$ cat src/deq_pkg.sv
package deq_pkg;

    localparam int DEQ_CAPACITY = 64;
    localparam int DEQ_IDX_W    = $clog2(DEQ_CAPACITY);
    localparam int DEQ_CNT_W    = $clog2(DEQ_CAPACITY + 1);

    // Field widths of the stream payloads.
    localparam int DEQ_MODE_W  = 3;
    localparam int DEQ_WORD_W  = 64;
    localparam int DEQ_FILL_W  = 7;
    localparam int DEQ_ERR_W   = 2;

    localparam int DEQ_S_TDATA_W = 72;
    localparam int DEQ_M_TDATA_W = 144;

    localparam logic [DEQ_MODE_W-1:0] MODE_NONE       = 3'd0;
    localparam logic [DEQ_MODE_W-1:0] MODE_PUSH_FRONT = 3'd1;
    localparam logic [DEQ_MODE_W-1:0] MODE_PUSH_BACK  = 3'd2;
    localparam logic [DEQ_MODE_W-1:0] MODE_POP_FRONT  = 3'd3;
    localparam logic [DEQ_MODE_W-1:0] MODE_POP_BACK   = 3'd4;

    localparam logic [DEQ_ERR_W-1:0] ERR_OK    = 2'd0;
    localparam logic [DEQ_ERR_W-1:0] ERR_FULL  = 2'd1;
    localparam logic [DEQ_ERR_W-1:0] ERR_EMPTY = 2'd2;

    typedef struct packed {
        logic exec;      // apply the accepted operation to pointers and store
        logic rd_en;     // read front and back entries
        logic load_out;  // move the result into the output register
    } deq_cmd_t;

endpackage

$ cat src/deq_ctrl.sv
module deq_ctrl
    import deq_pkg::*;
(
    input  logic     aclk,
    input  logic     aresetn,
    input  logic     s_tvalid,
    output logic     s_tready,
    input  logic     m_tready,
    output logic     m_tvalid,
    output deq_cmd_t cmd
);

    localparam logic [1:0] ST_IDLE = 2'd0;
    localparam logic [1:0] ST_READ = 2'd1;
    localparam logic [1:0] ST_LOAD = 2'd2;

    logic [1:0] state_reg;
    logic [1:0] state_next;
    logic       m_tvalid_reg;
    logic       m_tvalid_next;
    logic       accept;
    logic       load_ok;

    assign s_tready = (state_reg == ST_IDLE);
    assign accept   = s_tvalid && s_tready;
    // The output register is free when empty or when its beat leaves now.
    assign load_ok  = (state_reg == ST_LOAD) && (!m_tvalid_reg || m_tready);

    assign cmd.exec     = accept;
    assign cmd.rd_en    = (state_reg == ST_READ);
    assign cmd.load_out = load_ok;
    assign m_tvalid     = m_tvalid_reg;

    always_comb begin
        state_next = state_reg;
        case (state_reg)
            ST_IDLE: begin
                if (accept) begin
                    state_next = ST_READ;
                end
            end
            ST_READ: begin
                state_next = ST_LOAD;
            end
            ST_LOAD: begin
                if (load_ok) begin
                    state_next = ST_IDLE;
                end
            end
            default: begin
                state_next = ST_IDLE;
            end
        endcase
    end

    always_comb begin
        m_tvalid_next = m_tvalid_reg;
        if (load_ok) begin
            m_tvalid_next = 1'b1;
        end else if (m_tready) begin
            m_tvalid_next = 1'b0;
        end
    end

    always_ff @(posedge aclk) begin
        if (!aresetn) begin
            state_reg    <= ST_IDLE;
            m_tvalid_reg <= 1'b0;
        end else begin
            state_reg    <= state_next;
            m_tvalid_reg <= m_tvalid_next;
        end
    end

endmodule

$ cat config.mk
export PLATFORM = sky130hd
export DESIGN_NAME = deq_ctrl
export DESIGN_NICKNAME = d
export VERILOG_FILES = /design/src/deq_pkg.sv /design/src/deq_ctrl.sv
export SDC_FILE = /design/constraint.sdc
export NUM_CORES = 1
export LEC_CHECK = 0
export BUFFER_PORTS_ARGS = -buffer_cell sky130_fd_sc_hd__buf_2
export CAP_MARGIN = 30
export CORE_AREA = 2 2 39 41
export DETAILED_ROUTE_END_ITERATION = 10
export DIE_AREA = 0 0 41 43
export SYNTH_ARGS = -nofsm -noshare
export SYNTH_HDL_FRONTEND = slang
export SYNTH_SLANG_ARGS = --single-unit
$ cat constraint.sdc
create_clock -name aclk -period 1.1 [get_ports aclk]
set_input_delay 0 -clock aclk [delete_from_list [all_inputs] [get_ports aclk]]
set_output_delay 0 -clock aclk [all_outputs]
set_load 0.01 [all_outputs]
==> impl_metrics.csv <==
group,metric,value,unit
run_status,status,"finished, final reports clean",
sta,fin_skew,3.29,ps
drt,dr.pass1.iters,2,
drt,wl_met1,125,um
synth,synth_top_cell_by_area,"dfxtp_1",
drt,vias_per_cell,3.07,
min_path,worstHoldPathType,"input port to register",
synth,synth-compound-area-share,0.0976,
grt,grt_pass1_wl,441,um
grt,first_global_vias,119,
sta,slew_violations,0,
worst_setup_path,path_buf_inv,1,
sta,slew_headroom,0.890,
worst_setup_path,cp-start-kind,"register",
worst_setup_path,slowest_delay,390,ps
synth,synth-xor-area-share,0,
drt,wl_met2,138,um
sta,hold_viol_final,0,
place,hpwlAfterDp,238,um
synth,synth_area,154,um^2
place,gp_congestion,0.502,
finish,drive_above_1_share,0.500,
clock_tree,cts_resized,0,
floorplanning,die_y,43,um
floorplanning,core-area,1380,um^2
worst_setup_path,rrSetupSlack,220,ps
worst_setup_path,cp-startpoint,"state_reg[1]",
drt,drc_errors,0,
sta,rsz0062_at_grt,"no",
drt,detail_route.wl_per_cell,7.50,um
sta,clock.fmax,1040,MHz
place,io_buffer_count,8,
worst_setup_path,rr_startpoint,"state_reg[1]",
finish,fin_util,0.170,
synth,synth_warnings,0,
sta,worst_pin_slew,164,ps
floorplanning,ios,9,
clock_tree,cts_setup_buffers,0,
synth,avgSynthCellArea,10.3,um^2
power,p_clk_frac,0.541,
finish,stdcell_area,235,um^2
finish,fill_cells,168,
drt,drtIter0Drc,1,
drt,wl,315,um
finish,nets,31,
worst_setup_path,cp.required,1100,ps
floorplanning,num_rows,14,
power,p_leak,0.108,nW
finish,layout_common_cells,"8 x buf_2, 3 x clkbuf_4, 3 x dfxtp_1",
worst_setup_path,cp.depth,2,
clock_tree,cts_tree,"yes",
drt,ant_nets,0,
power,netSwitchingPower,0.0776,mW
finish,largest_reg_flops,2,
clock_tree,h-tree-depth,1,
min_path,worstHoldStart,"m_tready",
worst_setup_path,worstSetupPathType,"register to output port",
sta,min_period_over_period,0.873,
worst_setup_path,reg2regPathDepth,2,
floorplanning,fp.dieArea,1760,um^2
clock_tree,clk_path_buf_depth,2,
synth,yosysUniqueCellTypes,11,
clock_tree,clk_latency,230,ps
synth,synthCells,15,
min_path,worstHoldPathCells,3,
worst_setup_path,arrival,960,ps
job,max_cap_violations,0,
clock_tree,cts.sinks,3,
worst_setup_path,cp_max_fo,5,
drt,wl_met3,51,um
worst_setup_path,cp_slowest_cell,"dfxtp_1",
floorplanning,fp.dieW,41,um
power,power_frac_seq,0.340,
clock_tree,clk_pin_slew_worst_paths,40,ps
finish,layout_commonest_cell,"buf_2",
clock_tree,hold_buffers,1,
sta,setup-tns-final,0,ps
worst_setup_path,crit_path_end_kind,"output port",
sta,min_period,960,ps
drt,vias,129,
grt,antenna_found_initial,0,
synth,ys_top_cells_by_area,"dfxtp_1 39%, buf_4 9.8%, and4bb_1 8.1%",
finish,num_antenna_cells,0,
power,p_int,0.276,mW
worst_setup_path,cp_cell_sequence,"and2b_4 > buf_2",
grt,grt_max_degree,6,
power,swShare,0.220,
sta,setup_viol,0,
synth,synth_mux_area_frac,0,
min_path,hold_end,"m_tvalid",
clock_tree,cts_root_buf,"clkbuf_4",
synth,yosysSeqAreaShare,0.390,
synth,synth_top_area_frac,0.390,
clock_tree,numCtsBuffers,3,
grt,grt_use_total,0.0502,
finish,syn_to_final_growth,52.8,%
floorplanning,initial_utilization,0.111,
power,combPwrFrac,0.119,
power,peakVddDrop,0.260,mV
synth,synth_seq_cells,3,
synth,synth_fp_nets,19,
synth,synth_adder_area_share,0,
grt,grt.overflow.total,0,
worst_setup_path,cp_top_family,"flip-flops",
worst_setup_path,rr_endpoint,"state_reg[1]",
drt,dr.max_layer_used,"met3",
power,power_density,1500,nW/um^2
place,placed_area,199,um^2
synth,synth_simple_gate_area_frac,0.415,
synth,synth_top_family_by_area,"simple AND/OR/NAND/NOR gates",
## logic make-up after synthesis
group | Yosys count
flip-flops | 3
AO/OA/AOI/OAI | 2
buffers and inverters | 2
AND/OR/NAND/NOR | 8
## final cells by class
class | count | area, um^2 | area share
clock buffers | 4 | 26.3 | 0.112
multi-input cells | 10 | 78.8 | 0.335
flip-flops and latches | 3 | 60.1 | 0.255
well taps | 16 | 20.0 | 0.0851
repair buffers | 9 | 50.0 | 0.213
## through the flow
step	worst slack, ps	instances	hold WS, ps	power [mW]
after floorplan	250	15	117	0.149
after global placement	248	37	243	0.162
after detailed placement	227	37	245	0.162
after CTS	124	42	80.1	0.365
after global routing	65.0	42	117	0.386
final	140	42	80.5	0.353
## worst register-to-register path, stage by stage, from the launching register on
cell and delay, ps:
dfxtp_1 390, and2b_4 210, o21a_1 170
## Yosys cell counts, drive strengths merged
cell / count
and2b: 1
nor3b: 1
and2: 1
dfxtp: 3
nand2b: 2
nor2: 1
and4bb: 1
nor2b: 1
a21boi: 1
o21a: 1
buf: 2
## metal layers
layer | vias up | global-route usage
met5 | - | 0
met4 | 0 | 0.0800
met3 | 0 | 0.0628
met2 | 7 | 0.0469
met1 | 52 | 0.0354
li1 | 70 | -
## how the worst max path moves through the flow
stage / end / slack, ps
after floorplan: state_reg[1] / 250
after global placement: state_reg[1] / 250
after detailed placement: state_reg[1] / 230
after CTS: cmd[0] / 120
after global routing: cmd[0] / 60
final: cmd[1] / 140
## power groups by stage
stage | clock network (mW) | registers (mW) | logic, mW
global route | 0.219 | 0.121 | 0.0464
global placement | 0 | 0.121 | 0.0404
CTS | 0.202 | 0.120 | 0.0429
detailed placement | 0 | 0.122 | 0.0402
finish | 0.191 | 0.120 | 0.0421
floorplan | 0 | 0.121 | 0.0281
Power figures use the tool's default switching activity.
